--- src/hdl/tkst_pkg.sv ---
// tkst_pkg: shared types for the top-k score table
// word layouts of the input and result channels, controller to datapath command and status
// no dependencies
package tkst_pkg;

    localparam int SCORE_W = 32;
    localparam int TIME_W  = 63;
    localparam int NIB_W   = 4;

    localparam logic ACT_OFFER = 1'b0;
    localparam logic ACT_READ  = 1'b1;

    typedef struct packed {
        logic               action;
        logic [SCORE_W-1:0] offer_score;
        logic [TIME_W-1:0]  offer_time;
    } t_in_word;

    typedef struct packed {
        logic               accepted;
        logic [NIB_W-1:0]   rank;
        logic [NIB_W-1:0]   entry_count;
        logic               entry_valid;
        logic [SCORE_W-1:0] entry_score;
        logic [TIME_W-1:0]  entry_time;
        logic               last;
    } t_out_word;

    typedef struct packed {
        logic load_in;
        logic cmp;
        logic ins;
        logic rd;
        logic empty;
    } t_dp_cmd;

    typedef struct packed {
        logic in_action;
        logic slot_free;
        logic count_zero;
        logic rd_last;
    } t_dp_stat;

endpackage

--- src/hdl/tkst_in_if.sv ---
// tkst_in_if: valid/ready channel carrying one input word
// depends on tkst_pkg
interface tkst_in_if;
    logic              valid;
    logic              ready;
    tkst_pkg::t_in_word data;

    modport source (output valid, output data, input ready);
    modport sink   (input valid, input data, output ready);
endinterface

--- src/hdl/tkst_out_if.sv ---
// tkst_out_if: valid/ready channel carrying one result word
// depends on tkst_pkg
interface tkst_out_if;
    logic               valid;
    logic               ready;
    tkst_pkg::t_out_word data;

    modport source (output valid, output data, input ready);
    modport sink   (input valid, input data, output ready);
endinterface

--- src/hdl/tkst_ctrl.sv ---
// tkst_ctrl: sequencer for offers and read-outs
// depends on tkst_pkg, drives commands to tkst_dp
module tkst_ctrl (
    input  logic               i_clk,
    input  logic               i_rst_n,
    input  logic               i_in_valid,
    output logic               o_in_ready,
    input  tkst_pkg::t_dp_stat i_stat,
    output tkst_pkg::t_dp_cmd  o_cmd
);

    typedef enum logic [2:0] {
        S_IDLE,
        S_CMP,
        S_INS,
        S_READ,
        S_EMPTY
    } t_state;

    t_state r_state;
    logic   r_in_ready;
    logic   w_accept;

    assign w_accept   = i_in_valid && r_in_ready;
    assign o_in_ready = r_in_ready;

    always_comb begin
        o_cmd         = '0;
        o_cmd.load_in = (r_state == S_IDLE) && w_accept;
        o_cmd.cmp     = (r_state == S_CMP);
        o_cmd.ins     = (r_state == S_INS) && i_stat.slot_free;
        o_cmd.rd      = (r_state == S_READ) && i_stat.slot_free;
        o_cmd.empty   = (r_state == S_EMPTY) && i_stat.slot_free;
    end

    always_ff @(posedge i_clk) begin
        if (!i_rst_n) begin
            r_state    <= S_IDLE;
            r_in_ready <= 1'b1;
        end else begin
            case (r_state)
                S_IDLE: begin
                    if (w_accept) begin
                        r_in_ready <= 1'b0;
                        if (i_stat.in_action == tkst_pkg::ACT_OFFER) begin
                            r_state <= S_CMP;
                        end else if (i_stat.count_zero) begin
                            r_state <= S_EMPTY;
                        end else begin
                            r_state <= S_READ;
                        end
                    end
                end
                S_CMP: begin
                    r_state <= S_INS;
                end
                S_INS: begin
                    if (i_stat.slot_free) begin
                        r_state    <= S_IDLE;
                        r_in_ready <= 1'b1;
                    end
                end
                S_READ: begin
                    if (i_stat.slot_free && i_stat.rd_last) begin
                        r_state    <= S_IDLE;
                        r_in_ready <= 1'b1;
                    end
                end
                S_EMPTY: begin
                    if (i_stat.slot_free) begin
                        r_state    <= S_IDLE;
                        r_in_ready <= 1'b1;
                    end
                end
                default: begin
                    r_state    <= S_IDLE;
                    r_in_ready <= 1'b1;
                end
            endcase
        end
    end

endmodule

--- src/hdl/tkst_dp.sv ---
// tkst_dp: row of compare-and-shift cells, offer latch and result register
// depends on tkst_pkg, commanded by tkst_ctrl
module tkst_dp #(
    parameter int TABLE_ENTRIES = 10
) (
    input  logic                i_clk,
    input  logic                i_rst_n,
    input  tkst_pkg::t_in_word  i_in_data,
    input  tkst_pkg::t_dp_cmd   i_cmd,
    output tkst_pkg::t_dp_stat  o_stat,
    output logic                o_out_valid,
    input  logic                i_out_ready,
    output tkst_pkg::t_out_word o_out_data
);

    localparam int N   = TABLE_ENTRIES;
    localparam int CW  = $clog2(N + 1);
    localparam int CW1 = CW + 1;
    localparam int SW  = tkst_pkg::SCORE_W;
    localparam int TW  = tkst_pkg::TIME_W;
    localparam int NW  = tkst_pkg::NIB_W;

    logic [SW-1:0] r_score [N];
    logic [TW-1:0] r_time  [N];
    logic [SW-1:0] n_score [N];
    logic [TW-1:0] n_time  [N];
    logic [N-1:0]  r_ge;
    logic [N-1:0]  n_ge;
    logic [N-1:0]  w_bound;

    logic [CW-1:0] r_count;
    logic [CW-1:0] n_count;
    logic [CW-1:0] r_idx;
    logic [SW-1:0] r_off_score;
    logic [TW-1:0] r_off_time;
    logic          w_reject;
    logic [CW-1:0] w_pos;
    logic          w_rd_last;
    logic          w_slot_free;

    logic                r_out_valid;
    tkst_pkg::t_out_word r_out;
    tkst_pkg::t_out_word n_out;

    assign w_reject    = r_ge[N-1];
    assign w_slot_free = !r_out_valid || i_out_ready;
    assign w_rd_last   = (CW1'(r_idx) + CW1'(1)) == CW1'(r_count);

    assign o_stat.in_action  = i_in_data.action;
    assign o_stat.slot_free  = w_slot_free;
    assign o_stat.count_zero = (r_count == '0);
    assign o_stat.rd_last    = w_rd_last;

    assign o_out_valid = r_out_valid;
    assign o_out_data  = r_out;

    // per cell compare, insert and rotate
    genvar g;
    generate
        for (g = 0; g < N; g++) begin : g_cell
            assign n_ge[g] = (CW'(g) < r_count) && (r_score[g] >= r_off_score);

            if (g == 0) begin : g_head
                assign w_bound[g] = !r_ge[g];
            end else begin : g_body
                assign w_bound[g] = !r_ge[g] && r_ge[g-1];
            end

            always_comb begin
                n_score[g] = r_score[g];
                n_time[g]  = r_time[g];
                if (i_cmd.ins) begin
                    if (w_bound[g]) begin
                        n_score[g] = r_off_score;
                        n_time[g]  = r_off_time;
                    end else if (g > 0 && !r_ge[g]) begin
                        n_score[g] = r_score[(g > 0) ? g - 1 : 0];
                        n_time[g]  = r_time[(g > 0) ? g - 1 : 0];
                    end
                end else if (i_cmd.rd) begin
                    if (g < N - 1 && (CW1'(g) + CW1'(1)) < CW1'(r_count)) begin
                        n_score[g] = r_score[(g < N - 1) ? g + 1 : g];
                        n_time[g]  = r_time[(g < N - 1) ? g + 1 : g];
                    end else if ((CW1'(g) + CW1'(1)) == CW1'(r_count)) begin
                        n_score[g] = r_score[0];
                        n_time[g]  = r_time[0];
                    end
                end
            end
        end
    endgenerate

    // index of the insertion point
    always_comb begin
        w_pos = '0;
        for (int i = 0; i < N; i++) begin
            if (w_bound[i]) begin
                w_pos = w_pos | CW'(i);
            end
        end
    end

    always_comb begin
        n_count = r_count;
        if (i_cmd.ins && !w_reject && r_count < CW'(N)) begin
            n_count = r_count + CW'(1);
        end
    end

    always_comb begin
        n_out = '0;
        if (i_cmd.ins) begin
            n_out.accepted    = !w_reject;
            n_out.rank        = w_reject ? NW'(N) : NW'(w_pos);
            n_out.entry_count = NW'(n_count);
            n_out.last        = 1'b1;
        end else if (i_cmd.rd) begin
            n_out.rank        = NW'(r_idx);
            n_out.entry_count = NW'(r_count);
            n_out.entry_valid = 1'b1;
            n_out.entry_score = r_score[0];
            n_out.entry_time  = r_time[0];
            n_out.last        = w_rd_last;
        end else begin
            n_out.last        = 1'b1;
        end
    end

    always_ff @(posedge i_clk) begin
        if (!i_rst_n) begin
            r_count     <= '0;
            r_out_valid <= 1'b0;
            r_idx       <= '0;
        end else begin
            r_count <= n_count;
            if (i_cmd.ins || i_cmd.rd || i_cmd.empty) begin
                r_out_valid <= 1'b1;
            end else if (i_out_ready) begin
                r_out_valid <= 1'b0;
            end
            if (i_cmd.load_in) begin
                r_idx <= '0;
            end else if (i_cmd.rd) begin
                r_idx <= r_idx + CW'(1);
            end
        end
    end

    always_ff @(posedge i_clk) begin
        if (i_cmd.load_in) begin
            r_off_score <= i_in_data.offer_score;
            r_off_time  <= i_in_data.offer_time;
        end
        if (i_cmd.cmp) begin
            r_ge <= n_ge;
        end
        if (i_cmd.ins || i_cmd.rd || i_cmd.empty) begin
            r_out <= n_out;
        end
        for (int i = 0; i < N; i++) begin
            r_score[i] <= n_score[i];
            r_time[i]  <= n_time[i];
        end
    end

endmodule

--- src/hdl/top_k_score_table_top.sv ---
// top_k_score_table_top: top-k sorted score table, controller plus cell-row datapath
// depends on tkst_pkg, tkst_in_if, tkst_out_if, tkst_ctrl, tkst_dp
// offer: latched on accept, compare in S_CMP, result word in S_INS; next input taken only after S_INS
// read-out of n entries: n words from S_READ, one per cycle while the sink does not stall
// empty read-out: one word from S_EMPTY; sink stalls add cycle for cycle
// reset (synchronous, active low) empties the table and drops any pending result word
module top_k_score_table_top #(
    parameter int TABLE_ENTRIES = 10
) (
    input  logic        i_clk,
    input  logic        i_rst_n,
    tkst_in_if.sink     i_in,
    tkst_out_if.source  o_out
);

    tkst_pkg::t_dp_cmd  w_cmd;
    tkst_pkg::t_dp_stat w_stat;

    tkst_ctrl u_ctrl (
        .i_clk      (i_clk),
        .i_rst_n    (i_rst_n),
        .i_in_valid (i_in.valid),
        .o_in_ready (i_in.ready),
        .i_stat     (w_stat),
        .o_cmd      (w_cmd)
    );

    tkst_dp #(
        .TABLE_ENTRIES (TABLE_ENTRIES)
    ) u_dp (
        .i_clk       (i_clk),
        .i_rst_n     (i_rst_n),
        .i_in_data   (i_in.data),
        .i_cmd       (w_cmd),
        .o_stat      (w_stat),
        .o_out_valid (o_out.valid),
        .i_out_ready (o_out.ready),
        .o_out_data  (o_out.data)
    );

endmodule
--- src/flat_wrapper.sv ---
// flat-port wrapper written by rule: the top's interface ports become plain ports
module top_k_score_table_top_flat 
#(
    parameter int TABLE_ENTRIES = 10
)
  (i_clk, i_rst_n, i_in_valid, i_in_data, i_in_ready, o_out_valid, o_out_data, o_out_ready);
  tkst_in_if i_in_i ();
  tkst_out_if o_out_i ();
  input  logic i_clk;
  input  logic i_rst_n;
  input wire logic [$bits(i_in_i.valid)-1:0] i_in_valid;
  input wire logic [$bits(i_in_i.data)-1:0] i_in_data;
  output wire logic [$bits(i_in_i.ready)-1:0] i_in_ready;
  output wire logic [$bits(o_out_i.valid)-1:0] o_out_valid;
  output wire logic [$bits(o_out_i.data)-1:0] o_out_data;
  input wire logic [$bits(o_out_i.ready)-1:0] o_out_ready;
  assign i_in_i.valid = i_in_valid;
  assign i_in_i.data = i_in_data;
  assign i_in_ready = i_in_i.ready;
  assign o_out_valid = o_out_i.valid;
  assign o_out_data = o_out_i.data;
  assign o_out_i.ready = o_out_ready;
  top_k_score_table_top #(.TABLE_ENTRIES(TABLE_ENTRIES)) u_core (.i_clk(i_clk), .i_rst_n(i_rst_n), .i_in(i_in_i), .o_out(o_out_i));
endmodule
--- config.mk ---
export PLATFORM = sky130hd
export DESIGN_NAME = top_k_score_table_top_flat
export DESIGN_NICKNAME = d
export VERILOG_FILES = /design/src/hdl/tkst_pkg.sv /design/src/hdl/tkst_in_if.sv /design/src/hdl/tkst_out_if.sv /design/src/hdl/tkst_ctrl.sv /design/src/hdl/tkst_dp.sv /design/src/hdl/top_k_score_table_top.sv /design/src/flat_wrapper.sv
export SDC_FILE = /design/constraint.sdc
export NUM_CORES = 2
export LEC_CHECK = 0
export BUFFER_PORTS_ARGS = -buffer_cell sky130_fd_sc_hd__buf_2
export CELL_PAD_IN_SITES_DETAIL_PLACEMENT = 1
export CELL_PAD_IN_SITES_GLOBAL_PLACEMENT = 1
export CORE_MARGIN = 1.5
export CORE_UTILIZATION = 50
export CTS_BUF_LIST = sky130_fd_sc_hd__clkbuf_4 sky130_fd_sc_hd__clkbuf_8 sky130_fd_sc_hd__clkbuf_16
export DETAILED_ROUTE_END_ITERATION = 8
export PLACE_DENSITY_LB_ADDON = 0.1
export RECOVER_POWER = 25
export SLEW_MARGIN = 20
export SYNTH_ARGS = -nofsm -noshare
export SYNTH_HDL_FRONTEND = slang
export SYNTH_SLANG_ARGS = --single-unit
--- constraint.sdc ---
create_clock -name i_clk -period 14.1 [get_ports i_clk]
set_clock_uncertainty 0.2 [all_clocks]
set_input_delay 2.115 -clock i_clk [delete_from_list [all_inputs] [get_ports i_clk]]
set_output_delay 2.115 -clock i_clk [all_outputs]
set_load 0.01 [all_outputs]
## Yosys cells after proc, flatten, opt, wreduce, memory -nomap -nowiden

Memory sizes are Yosys's and may differ from the RTL's.
Index checks and enable logic that the tools add are counted.
Widths: inputs -> output; s select.

- Add/sub/neg operators: 3
- Order comparisons: 30
- Equal/unequal tests: 17
- Multiplexer cells: 139
- Bitwise gates (word level): 3
- Reductions and logical operators: 48

Operators with widths:

| cell | number |
|---|---|
| $mux 63 | 57 |
| $mux 32 | 57 |
| $ge 32x32->1 | 10 |
| $mux 104 | 1 |
| $lt 3x4->1 const A | 8 |
| $logic_and 1x1->1 | 27 |
| $mux 3 | 9 |
| $eq 3x4->1 const A | 4 |
| $lt 2x4->1 const A | 4 |
| $lt 4x4->1 const A | 4 |
| $mux 4 | 4 |
| $eq 4x4->1 const A | 3 |
| $lt 1x4->1 const A | 3 |
| $pmux 3 s4 | 1 |
| $logic_not 1->1 | 10 |
| $add 4x1->4 const B | 2 |
| $eq 2x4->1 const A | 2 |
| $mux 8 | 1 |
| $eq 3x2->1 const B | 2 |
| $mux 1 | 6 |
| $reduce_or 2->1 | 3 |
| $add 4x1->5 const B | 1 |
| $eq 5x4->1 | 1 |
| $logic_not 4->1 | 1 |
| other kinds (13) | 19 |

- Bits in registers: 224
- RAM bits: 950
- Input port bits: 100
- Output and inout bits: 108
- Logic and storage cells: 257
- Memories: 2

Memory list:

| memory | words | width | rd ports | clocked after memory_dff | wr ports | line | RTL |
|---|---|---|---|---|---|---|---|
| u_core.u_dp.r_time | 10 | 63 | 10 | 0 | 10 | tkst_dp.sv:24 | `logic [TW-1:0] r_time [N];` |
| u_core.u_dp.r_score | 10 | 32 | 10 | 0 | 10 | tkst_dp.sv:23 | `logic [SW-1:0] r_score [N];` |

## Logic depth before layout (Yosys ltp)

- Depth after elaboration: 13
- Gate-level depth with buffers: 10
- Depth with buffers taken out: 7

## Hierarchy

Synthesis repeated with hierarchy kept, for this count alone.

- Cell total of the unflattened synthesis: 7632
- Area, all modules: 70831.7 um^2

By module, submodules not included:

| module | instances | cells each | area an instance (um^2) | seq. area each (um^2) |
|---|---|---|---|---|
| tkst_dp | 1 | 7592 | 70540.2 | 35043.6 |
| tkst_ctrl | 1 | 40 | 291.5 | 80.1 |

## Worst setup path after synthesis

OpenSTA, ideal clock, no wires.

- Path kind: input port to flip-flop
- From: input o_out_ready
- To: memory u_core.u_dp.r_score[2][0] (netlist bit), enable pin
- Setup time: 0.690 ns
- Arrival time: 9.620 ns
- Required time: 13.210 ns
- Setup slack: 3.590 ns
- Cell stages on the path: 4
- Buffers on the path: 1
- Cell sequence: nand2b_1 nand2_1 clkbuf_1 a211oi_1

RTL lines:

| what | line | RTL |
|---|---|---|
| start: declaration | flat_wrapper.sv:16 | `input wire logic [$bits(o_out_i.ready)-1:0] o_out_ready;` |
| end: declaration | tkst_dp.sv:23 |  |

==> metrics.txt <==
final estimated routing congestion in global placement 0.914; antenna violations before repair 8; Final min period 8050 ps; Post-Route WL 273,000 um; GRT met1 Usage 0.506; Detailed Route Iter0 Violations 7,475; number of resized instances in the post-cts repair step 0; number of nets in the synthesized netlist 7,776; netlist area before placement 69,200 um^2; outcome finished, violations left; endpoints failing setup 0; height of the die 375 um; post-route standard cell area excluding fillers 74,900 um^2; Inserted Clock Buffers 139; synthesized area per cell 9.41 um^2; capturing element type of the critical path flip-flop; worst endpoint data arrival time 7920 ps; Hold EP u_core.u_dp.r_time[0][50]; DRC Markers 0; count of port buffers added during placement 207; clock slew at the register clock pins of the worst setup and hold paths 60 ps; transition at the pin with the smallest max-transition slack 4670 ps; cells taking the most area after synthesis sky130_fd_sc_hd__edfxtp_1 (50%), sky130_fd_sc_hd__nand2_1 (12%), sky130_fd_sc_hd__ha_1 (5.9%); top-area cell type share of the netlist area 0.504; met2 track demand over resource in global routing 0.600; total number of vias 61.1k; clock tree buffer depth 3; max_slew headroom -2.12; Hold Startpoint u_core.u_dp.r_time[1][50]; latest clock arrival within the worst-skew pair 810 ps; overflow left after global routing 0; Synth area leader sky130_fd_sc_hd__edfxtp_1; detail-routed via count per cell 6.79; cell row count 136; boundary pin count 208; Horiz. Die Dim 375 um; synthesized instance count 7,352; max capacitance violation total 13; setup repair after global routing missed its margin no; total of hold buffers inserted after clock tree synthesis 0; most common cell in the synthesized netlist sky130_fd_sc_hd__nand2_1; cell types with the highest counts after synthesis sky130_fd_sc_hd__nand2_1 (2,239), sky130_fd_sc_hd__edfxtp_1 (1,161), sky130_fd_sc_hd__a31oi_1 (572); CTS sink cnt 1,174; ratio of cells with drive above 1 in the final layout 0.0590; FF+latch count, synth 1,174; CORE AREA 137,000 um^2; initial standard-cell utilization of the core 0.504; violations in the final reports max-capacitance violations, max-slew violations; Fmax 124 MHz; Critical Path Source Type input pin; root buf cell sky130_fd_sc_hd__clkbuf_16; area post-placement 70,700 um^2; data required time of the critical path 13,970 ps; growth of design area from synthesis to finish 8.26%; number of distinct standard cells referenced by the synthesized netlist 63; half-perimeter wire length after placement 152,000 um; Nets 7,519; number of iterations in the first detailed-routing pass 6; sequential fraction of the synthesis area 0.508; CTS tree done; Routed wire per std cell 30.3 um; YS warnings 0; Final Hold Viols 0; hold path depth 2; met3 Resource Use GR 0.0680; buffers inserted by post-CTS timing repair 0; top fanout value on the critical path 62; maximum number of pins on one net before global-route repair 210; share of the cycle needed by the critical path after routing 0.571; type of the setup path with the least slack input pin to flip-flop; Pins Over Slew Limit 634; # fillers 15.3k; Die Footprint 141,000 um^2; # H-tree levels 4; critical register-to-register path endpoint u_core.u_dp.r_off_time[34]; path type of the worst min-delay path flip-flop to flip-flop; DRT antenna net count 0; worst setup slack for register-to-register paths 6080 ps; ys flop type sky130_fd_sc_hd__edfxtp_1; Post-synth ARST share 0; total negative setup slack 0 ps; first-pass GRT wire length 401,000 um; number of global-route vias before repair 61.7k; gr busiest metal met2; number of enable flip-flop cells after synthesis 1,161; cell area power density 140 nW/um^2; Pleak 0.0293 uW; r2r worst-path depth 5; startpoint of the lowest-slack register-to-register path u_core.u_ctrl.r_state[0]; utilization after layout 0.545; Peak supply drop 0.117 mV; Tot GR Track Use 0.378
==> worst max path at each step <==
stage | from | endpoint | slack, ps | depth (start not counted)
after CTS | o_out_ready | u_core.u_dp.r_score[1][0] | 9070 | 8
after global routing | o_out_ready | u_core.u_dp.o_out_data[100] | 5800 | 8
after floorplan | o_out_ready | u_core.u_dp.r_score[2][0] | 3590 | 4
after global placement | o_out_ready | u_core.u_dp.r_score[1][0] | 8290 | 8
final | i_in_valid | u_core.u_dp.r_off_time[34] | 6050 | 4
after detailed placement | o_out_ready | u_core.u_dp.r_score[1][0] | 8230 | 8
==> cell usage in the layout, fill, tap and decap left out, drive strengths merged, types with 190 or more instances in the layout <==
cell	count
a21oi	273
and3	289
edfxtp	1161
nor2b	394
o21ai	190
a211oi	387
clkbuf	322
ha	324
nand2	2239
a31oi	572
==> metrics by stage <==
| stage | total power, uW | hold slack (ps) | std cells | worst slack, ps |
|---|---|---|---|---|
| 2_1_floorplan | 5990 | 311 | 7352 | 3590 |
| 3_3_place_gp | 6780 | 322 | 8743 | 8290 |
| 3_5_place_dp | 6900 | 335 | 8744 | 8230 |
| 4_1_cts | 10500 | 349 | 8996 | 9070 |
| 5_1_grt | 10800 | 376 | 9001 | 5800 |
| 6_report | 10500 | 344 | 9002 | 6050 |
==> critical path, stage by stage <==
cell and delay, ps:
sky130_fd_sc_hd__buf_2 110, sky130_fd_sc_hd__nand3_1 170, sky130_fd_sc_hd__clkinvlp_2 3460, sky130_fd_sc_hd__clkbuf_1 2040
==> kinds of logic (layout without fill, tap and decap cells) <==
family | count (synthesis) | after routing | synth area share
XOR/XNOR | 10 | 10 | 0.00127
other | 0 | 2 | 0
buffers and inverters | 768 | 622 | 0.0465
AND/OR/NAND/NOR | 3314 | 3314 | 0.214
AO/OA/AOI/OAI | 1630 | 1630 | 0.153
flip-flops | 1174 | 1174 | 0.508
multiplexers | 132 | 132 | 0.0192
adder cells (fa/ha/maj) | 324 | 324 | 0.0586
==> routing by layer <==
metal	up-vias	part of all wire
met1	31048	0.40
met2	3356	0.46
met3	688	0.091
li1	26010	-
met5	-	0.00012
met4	6	0.046
==> state kept, by name (all words and copies together), names as in the netlist <==
register	count
u_core.u_ctrl.o_in_ready	1
u_core.u_ctrl.r_state	3
u_core.u_dp.o_out_data	106
u_core.u_dp.o_out_valid	1
u_core.u_dp.r_count	4
u_core.u_dp.r_ge	10
u_core.u_dp.r_idx	4
u_core.u_dp.r_off_score	32
u_core.u_dp.r_off_time	63
u_core.u_dp.r_score	320
u_core.u_dp.r_time	630
==> final cells by class <==
type | count | area [um^2] | area share
Sequential cell | 1174 | 35100 | 0.469
Multi-Input combinational cell | 5410 | 31100 | 0.415
Clock buffer | 181 | 3840 | 0.0513
Tap cell | 1794 | 2240 | 0.0300
Timing Repair Buffer | 310 | 1790 | 0.0239
Clock inverter | 71 | 551 | 0.00735
Inverter | 60 | 228 | 0.00304
Antenna cell | 2 | 5.00 | 0.0000668
==> where the power goes <==
part / leakage, uW / total [uW] / internal, uW / switching (uW)
clock: 0.00220 / 3600 / 2020 / 1580
sequential: 0.0107 / 4600 / 4270 / 331
combinational: 0.0164 / 2320 / 667 / 1650
Note: power is estimated with default switching activity, not from simulation.
